`src/rtl/wwdp_pkg.sv`:
```
`default_nettype none

package wwdp_pkg;

   // result status codes
   typedef enum logic [1:0] {
      STATUS_OK       = 2'd0,
      STATUS_BAD_TIME = 2'd1,
      STATUS_NO_DAY   = 2'd2
   } status_type;

   // configuration register indexes
   localparam logic [1:0] CSR_WEEKDAY_MASK = 2'd0;
   localparam logic [1:0] CSR_WAKE_HOUR    = 2'd1;
   localparam logic [1:0] CSR_WAKE_MINUTE  = 2'd2;
   localparam logic [1:0] CSR_WAKE_SECOND  = 2'd3;

   localparam int unsigned CSR_DATA_W = 7;
   localparam int unsigned SEC_W      = 17;

   localparam logic [4:0] MAX_HOUR   = 5'd23;
   localparam logic [5:0] MAX_MINUTE = 6'd59;
   localparam logic [5:0] MAX_SECOND = 6'd59;
   localparam logic [3:0] LAST_MONTH = 4'd12;

   localparam logic [SEC_W-1:0] SEC_PER_HOUR = 17'd3600;
   localparam logic [SEC_W-1:0] SEC_PER_MIN  = 17'd60;

   // leap test for years 2000 through 2127
   function automatic logic is_leap(input logic [6:0] yic);
      is_leap = (yic[1:0] == 2'b00) && (yic != 7'd100);
   endfunction

   // month length, out of range months count 31 days
   function automatic logic [4:0] month_days(input logic [3:0] month, input logic leap);
      case (month)
         4'd2:    month_days = leap ? 5'd29 : 5'd28;
         4'd4:    month_days = 5'd30;
         4'd6:    month_days = 5'd30;
         4'd9:    month_days = 5'd30;
         4'd11:   month_days = 5'd30;
         default: month_days = 5'd31;
      endcase
   endfunction

endpackage

`default_nettype wire

```
`src/rtl/weekly_wake_date_picker_top.sv`:
```
// three register stages: stage 1, stage 2 and the output register, in that order
// throughput: one item per cycle through a three stage pipeline while the output is not stalled
// stages: time of day to seconds, weekday search, date roll-over and bcd
// a stalled output holds the pipeline, nothing is dropped or repeated
// reset (synchronous, active high) clears the stage valid bits and all config
`default_nettype none

module weekly_wake_date_picker_top
   import wwdp_pkg::*;
(
   input  wire logic                  clock,
   input  wire logic                  reset,
   // configuration
   input  wire logic                  csr_wr_en,
   input  wire logic [1:0]            csr_index,
   input  wire logic [CSR_DATA_W-1:0] csr_wr_data,
   // input items
   input  wire logic                  req_valid,
   output logic                       req_ready,
   input  wire logic [6:0]            req_year_in_century,
   input  wire logic [3:0]            req_cur_month,
   input  wire logic [4:0]            req_cur_day,
   input  wire logic [2:0]            req_cur_weekday,
   input  wire logic [4:0]            req_cur_hour,
   input  wire logic [5:0]            req_cur_minute,
   input  wire logic [5:0]            req_cur_second,
   // result items
   output logic                       rsp_valid,
   input  wire logic                  rsp_ready,
   output logic [1:0]                 rsp_status,
   output logic [2:0]                 rsp_days_ahead,
   output logic [3:0]                 rsp_alarm_month,
   output logic [4:0]                 rsp_alarm_day,
   output logic [5:0]                 rsp_alarm_day_bcd
);

   // configuration registers
   logic [6:0] weekday_mask_ff;
   logic [4:0] wake_hour_ff;
   logic [5:0] wake_minute_ff;
   logic [5:0] wake_second_ff;

   always_ff @(posedge clock) begin
      if (reset) begin
         weekday_mask_ff <= '0;
         wake_hour_ff    <= '0;
         wake_minute_ff  <= '0;
         wake_second_ff  <= '0;
      end else if (csr_wr_en) begin
         case (csr_index)
            CSR_WEEKDAY_MASK: weekday_mask_ff <= csr_wr_data[6:0];
            CSR_WAKE_HOUR:    wake_hour_ff    <= csr_wr_data[4:0];
            CSR_WAKE_MINUTE:  wake_minute_ff  <= csr_wr_data[5:0];
            CSR_WAKE_SECOND:  wake_second_ff  <= csr_wr_data[5:0];
            default: ;
         endcase
      end
   end

   // stage enables, a stage loads when empty or when it drains downstream
   logic s1_valid_ff, s2_valid_ff, rsp_valid_ff;
   logic s1_en, s2_en, s3_en;

   assign s3_en     = !rsp_valid_ff || rsp_ready;
   assign s2_en     = !s2_valid_ff || s3_en;
   assign s1_en     = !s1_valid_ff || s2_en;
   assign req_ready = s1_en;

   // stage 1: seconds of day, status, month length
   status_type       s1_status_in, s1_status_ff;
   logic [SEC_W-1:0] s1_now_in, s1_now_ff;
   logic [SEC_W-1:0] s1_wake_in, s1_wake_ff;
   logic [4:0]       s1_len_in, s1_len_ff;
   logic [2:0]       s1_wd_ff;
   logic [4:0]       s1_day_ff;
   logic [3:0]       s1_month_ff;

   always_comb begin
      s1_now_in  = SEC_PER_HOUR * {12'd0, req_cur_hour} + SEC_PER_MIN * {11'd0, req_cur_minute}
                 + {11'd0, req_cur_second};
      s1_wake_in = SEC_PER_HOUR * {12'd0, wake_hour_ff} + SEC_PER_MIN * {11'd0, wake_minute_ff}
                 + {11'd0, wake_second_ff};
      s1_len_in  = month_days(req_cur_month, is_leap(req_year_in_century));
      if (weekday_mask_ff == 7'd0) begin
         s1_status_in = STATUS_NO_DAY;
      end else if (wake_hour_ff > MAX_HOUR || wake_minute_ff > MAX_MINUTE ||
                   wake_second_ff > MAX_SECOND) begin
         s1_status_in = STATUS_BAD_TIME;
      end else begin
         s1_status_in = STATUS_OK;
      end
   end

   always_ff @(posedge clock) begin
      if (reset) begin
         s1_valid_ff <= 1'b0;
      end else if (s1_en) begin
         s1_valid_ff <= req_valid;
      end
   end

   always_ff @(posedge clock) begin
      if (s1_en) begin
         s1_status_ff <= s1_status_in;
         s1_now_ff    <= s1_now_in;
         s1_wake_ff   <= s1_wake_in;
         s1_len_ff    <= s1_len_in;
         s1_wd_ff     <= req_cur_weekday;
         s1_day_ff    <= req_cur_day;
         s1_month_ff  <= req_cur_month;
      end
   end

   // stage 2: first enabled weekday, today only while before the wake time
   status_type s2_status_in, s2_status_ff;
   logic [2:0] s2_ahead_in, s2_ahead_ff;
   logic [4:0] s2_day_ff;
   logic [3:0] s2_month_ff;
   logic [4:0] s2_len_ff;

   always_comb begin
      logic       today_ok;
      logic       found;
      logic [3:0] wsum;
      logic [3:0] wmod;
      logic [7:0] hit;
      today_ok = s1_now_ff < s1_wake_ff;
      for (int i = 0; i < 8; i++) begin
         wsum = {1'b0, s1_wd_ff} + 4'(i);
         if (wsum >= 4'd14) begin
            wmod = wsum - 4'd14;
         end else if (wsum >= 4'd7) begin
            wmod = wsum - 4'd7;
         end else begin
            wmod = wsum;
         end
         hit[i] = weekday_mask_ff[wmod[2:0]] && (i != 0 || today_ok);
      end
      found       = |hit;
      s2_ahead_in = 3'd0;
      for (int i = 7; i >= 0; i--) begin
         if (hit[i]) begin
            s2_ahead_in = 3'(i);
         end
      end
      if (s1_status_ff == STATUS_OK && !found) begin
         s2_status_in = STATUS_NO_DAY;
      end else begin
         s2_status_in = s1_status_ff;
      end
   end

   always_ff @(posedge clock) begin
      if (reset) begin
         s2_valid_ff <= 1'b0;
      end else if (s2_en) begin
         s2_valid_ff <= s1_valid_ff;
      end
   end

   always_ff @(posedge clock) begin
      if (s2_en) begin
         s2_status_ff <= s2_status_in;
         s2_ahead_ff  <= s2_ahead_in;
         s2_day_ff    <= s1_day_ff;
         s2_month_ff  <= s1_month_ff;
         s2_len_ff    <= s1_len_ff;
      end
   end

   // stage 3: day and month roll-over, bcd day
   logic [1:0] rsp_status_in, rsp_status_ff;
   logic [2:0] rsp_days_ahead_in, rsp_days_ahead_ff;
   logic [3:0] rsp_alarm_month_in, rsp_alarm_month_ff;
   logic [4:0] rsp_alarm_day_in, rsp_alarm_day_ff;
   logic [5:0] rsp_alarm_day_bcd_in, rsp_alarm_day_bcd_ff;

   always_comb begin
      logic [5:0] nd_sum;
      logic [5:0] nd;
      logic [4:0] nm_sum;
      logic [4:0] nm;
      logic       over;
      logic [1:0] tens;
      logic [4:0] ones;
      nd_sum = {1'b0, s2_day_ff} + {3'd0, s2_ahead_ff};
      over   = nd_sum > {1'b0, s2_len_ff};
      nd     = over ? nd_sum - {1'b0, s2_len_ff} : nd_sum;
      nm_sum = {1'b0, s2_month_ff} + {4'd0, over};
      nm     = (nm_sum > {1'b0, LAST_MONTH}) ? nm_sum - {1'b0, LAST_MONTH} : nm_sum;
      if (nd[4:0] >= 5'd30) begin
         tens = 2'd3;
         ones = nd[4:0] - 5'd30;
      end else if (nd[4:0] >= 5'd20) begin
         tens = 2'd2;
         ones = nd[4:0] - 5'd20;
      end else if (nd[4:0] >= 5'd10) begin
         tens = 2'd1;
         ones = nd[4:0] - 5'd10;
      end else begin
         tens = 2'd0;
         ones = nd[4:0];
      end
      rsp_status_in = s2_status_ff;
      if (s2_status_ff == STATUS_OK) begin
         rsp_days_ahead_in    = s2_ahead_ff;
         rsp_alarm_month_in   = nm[3:0];
         rsp_alarm_day_in     = nd[4:0];
         rsp_alarm_day_bcd_in = {tens, ones[3:0]};
      end else begin
         rsp_days_ahead_in    = '0;
         rsp_alarm_month_in   = '0;
         rsp_alarm_day_in     = '0;
         rsp_alarm_day_bcd_in = '0;
      end
   end

   always_ff @(posedge clock) begin
      if (reset) begin
         rsp_valid_ff <= 1'b0;
      end else if (s3_en) begin
         rsp_valid_ff <= s2_valid_ff;
      end
   end

   always_ff @(posedge clock) begin
      if (s3_en) begin
         rsp_status_ff        <= rsp_status_in;
         rsp_days_ahead_ff    <= rsp_days_ahead_in;
         rsp_alarm_month_ff   <= rsp_alarm_month_in;
         rsp_alarm_day_ff     <= rsp_alarm_day_in;
         rsp_alarm_day_bcd_ff <= rsp_alarm_day_bcd_in;
      end
   end

   assign rsp_valid         = rsp_valid_ff;
   assign rsp_status        = rsp_status_ff;
   assign rsp_days_ahead    = rsp_days_ahead_ff;
   assign rsp_alarm_month   = rsp_alarm_month_ff;
   assign rsp_alarm_day     = rsp_alarm_day_ff;
   assign rsp_alarm_day_bcd = rsp_alarm_day_bcd_ff;

   // error results carry zero date fields
   a_error_zero: assert property (@(posedge clock) disable iff (reset)
      rsp_valid && rsp_status != STATUS_OK |->
         rsp_days_ahead == 3'd0 && rsp_alarm_month == 4'd0 &&
         rsp_alarm_day == 5'd0 && rsp_alarm_day_bcd == 6'd0)
      else $error("error result with nonzero date fields");

   // bcd day agrees with the binary day
   a_bcd_match: assert property (@(posedge clock) disable iff (reset)
      rsp_valid |->
         rsp_alarm_day_bcd[3:0] <= 4'd9 &&
         rsp_alarm_day == 5'(rsp_alarm_day_bcd[5:4]) * 5'd10 + 5'(rsp_alarm_day_bcd[3:0]))
      else $error("bcd day does not match alarm day");

   // an accepted item occupies the first stage next cycle
   a_accept_fills: assert property (@(posedge clock) disable iff (reset)
      req_valid && req_ready |=> s1_valid_ff)
      else $error("accepted item lost at the first stage");

   // a stalled output keeps the rest of the pipeline from advancing into it
   a_stall_hold: assert property (@(posedge clock) disable iff (reset)
      rsp_valid && !rsp_ready && s2_valid_ff |=> rsp_valid && s2_valid_ff)
      else $error("pipeline advanced under a stall");

endmodule

`default_nettype wire
```
`config.mk`:
```
export PLATFORM = sky130hd
export DESIGN_NAME = weekly_wake_date_picker_top
export DESIGN_NICKNAME = d
export VERILOG_FILES = /design/src/rtl/wwdp_pkg.sv /design/src/rtl/weekly_wake_date_picker_top.sv
export SDC_FILE = /design/constraint.sdc
export NUM_CORES = 1
export LEC_CHECK = 0
export BUFFER_PORTS_ARGS = -buffer_cell sky130_fd_sc_hd__buf_2
export CAP_MARGIN = 0
export CORE_AREA = 2 2 165 207
export DETAILED_ROUTE_END_ITERATION = 8
export DIE_AREA = 0 0 167 209
export MAX_ROUTING_LAYER = met4
export PLACE_DENSITY = 0.52
export RECOVER_POWER = 25
export SLEW_MARGIN = 25
export SYNTH_ARGS = -nofsm -noshare
export SYNTH_HDL_FRONTEND = slang
export SYNTH_SLANG_ARGS = --single-unit
```
`constraint.sdc`:
```
create_clock -name clock -period 8.21 [get_ports clock]
set_clock_uncertainty 0.15 [all_clocks]
set_input_delay 0.4105 -clock clock [delete_from_list [all_inputs] [get_ports clock]]
set_output_delay 0.4105 -clock clock [all_outputs]
set_load 0.05 [all_outputs]
```
==> flow_summary.toml <==
[die]
initial_core_util = 0.294
die_y_um = 209
fp.dieW_um = 167
rows = 75
io_pins = 72
core-area_um2 = 33100
die-area_um2 = 34900

[clock_network]
clock_latency_ps = 350
clock_sink_count = 112
clk_pin_slew_ps = 80
postCtsSetupBuffers = 0
cts_tree = "done"
cts_buffer_depth = 2
h-tree-depth = 3
ctsHoldBuffers = 0
cts-root-buf = "clkbuf_16"
cts_buffers = 9
cts_resized = 0

[setup_path]
crit_path_max_incr_delay_ps = 600
cp_max_fo = 7
arrival_ps = 5120
crit_slowest_cell = "mux2i_1"
endpoint_kind = "register"
cpLargestDelayFamily = "adder cells"
r2r_start = "s2_ahead_ff[0]"
crit_chain = "ha_1 > inv_1 > fa_1 > fa_1 > or4_4 > o32ai_1 > mux2i_1 > inv_1 > ha_1 > nand3b_1 > mux2i_1 > a21oi_2 > nor2_1 > a2111oi_0 > a31o_1"
worst-path-buf-inv = 2
crit_path_start_kind = "register"
crit_required_ps = 8290
crit_type = "reg -> reg"
crit_start = "s2_ahead_ff[0]"

[synthesis]
syn-cell-area_um2 = 9740
yosysMostFrequentCell = "ha_1"
synth_edf_count = 85
syn_inst = 960
ys.flop_type = "edfxtp_1"
synth_cell_types = 81
async_flop_share = 0
synth_warnings = 0
synth_top_area_share = 0.262
yosysSeqAreaShare = 0.318
synth_top_cell_by_area = "edfxtp_1"
synthTopCellsByCount = "ha_1, inv_1, edfxtp_1, nor2_1, a21oi_1"
synth-seq-cells = 112
ys_top_cells_by_area = "edfxtp_1, ha_1, fa_1"
synth_area_per_cell_um2 = 10.1
synthesis.nets = 1191

[sta]
finalCriticalPeriod_ps = 5040
setup_viol = 0
fin_crit_sh = 0.613
worst_pin_slew_ps = 739
relSlewSlack = 0.507
hold_viol = 0
setup_tns_ps = 0
drv_slew = 0
timing.final.ws_setup_ps = 3170
rsz0062_at_grt = "false"
fmax_mhz = 199

[finish]
stdcell_count = 1445
n_fill_cell = 3415
fin_area_um2 = 10800
final_layout_size_suffix_gt1_frac = 0.102
fin_nets = 1248
area_growth_pct = 11.1
n_antenna_cell = 0

[routing]
first_pass_iters = 5
initialDrtViolationCount = 404
routed_wl_mm = 20.8
antenna_left = 0
wl_per_cell_um = 14.4
drcViolationCount = 0
vias_per_cell = 4.83
vias = 6980

[global_routing]
grt_pass1_vias = 6945
antenna_found_initial = 0
grt_pass1_wl_mm = 34.5
grt_util_all_layers = 0.124
grt_max_degree = 51
grt.overflow.total = 0

[worst_hold_path]
hold_path.class = "in -> reg"
min_from = "req_cur_day[4]"

[job]
cap_violations = 0

[placement]
place_ws_ps = 3290
io_buffers = 71
placed_area_um2 = 10500
gp_congestion = 0.822
dp_hpwl_mm = 16.6
dpl.cell_count = 1429

[status]
status = "finished, final reports clean"

[power]
p_per_area_nw_per_um2 = 215
peakVddDrop_v = 0.000131
p_leak_nw = 5.03
sequential cells by signal, indices dropped and copies added (netlist names), 5 cells and up:
name / cells
weekday_mask_ff: 7
rsp_alarm_day: 5
s1_day_ff: 5
s1_now_ff: 17
wake_second_ff: 6
s2_day_ff: 5
wake_hour_ff: 5
rsp_alarm_day_bcd: 5
s1_wake_ff: 17
wake_minute_ff: 6
cell usage in the layout (no fill, tap or decap), drive strengths merged, types with 33 or more instances in the layout:
master	count
nand2	36
ha	148
buf	60
inv	124
a21oi	58
edfxtp	85
nor2	62
xnor2	44
fa	33
mux2i	46
where the power goes:
part,switching (mW),total [mW],internal (mW)
Combinational,0.633,1.06,0.428
Sequential,0.0434,0.771,0.728
Clock,0.220,0.493,0.274
Total,0.897,2.33,1.43
per-stage QoR:
stage	hold WS, ps	total power [mW]	utilization
after floorplan	250	1.60	-
after CTS	73.1	2.35	0.327
after detailed placement	255	1.85	0.317
final	84.4	2.33	0.327
after global routing	70.2	2.51	0.327
after global placement	253	1.84	0.317
kinds of logic after synthesis:
family | Yosys count | share of synthesized area
AOI/OAI and AO/OA | 203 | 0.140
and+or+nand+nor | 195 | 0.103
adders and majority gates | 181 | 0.258
buffers and inverters | 152 | 0.0622
DFF | 112 | 0.318
muxes | 59 | 0.0673
xor gates and xnor gates | 58 | 0.0522
routing by layer:
layer	part of all wire	global-route usage	wire length, µm
met5	0	-	0
met4	0.020	0.0375	409
met3	0.021	0.0138	430
met2	0.54	0.231	11300
met1	0.42	0.139	8670
worst paths after layout:
kind	to	slack (ps)	cells past startpoint
setup reg to reg	rsp_alarm_day_bcd[3]	3170	15
hold reg to reg	s2_len_ff[1]	260	0
setup / recovery	rsp_alarm_day_bcd[3]	3170	15
hold / removal	s1_day_ff[4]	80	1
area by class of cell:
| cell class | count | area [µm²] | area share |
|---|---|---|---|
| Multi-Input combinational cell | 696 | 6040 | 0.558 |
| Clock inverter | 6 | 104 | 0.00960 |
| Timing Repair Buffer | 74 | 358 | 0.0331 |
| Sequential cell | 112 | 3090 | 0.286 |
| Clock buffer | 10 | 229 | 0.0212 |
| Inverter | 124 | 465 | 0.0430 |
| Tap cell | 423 | 529 | 0.0489 |
No activity file was read; power rests on OpenSTA's default activity.
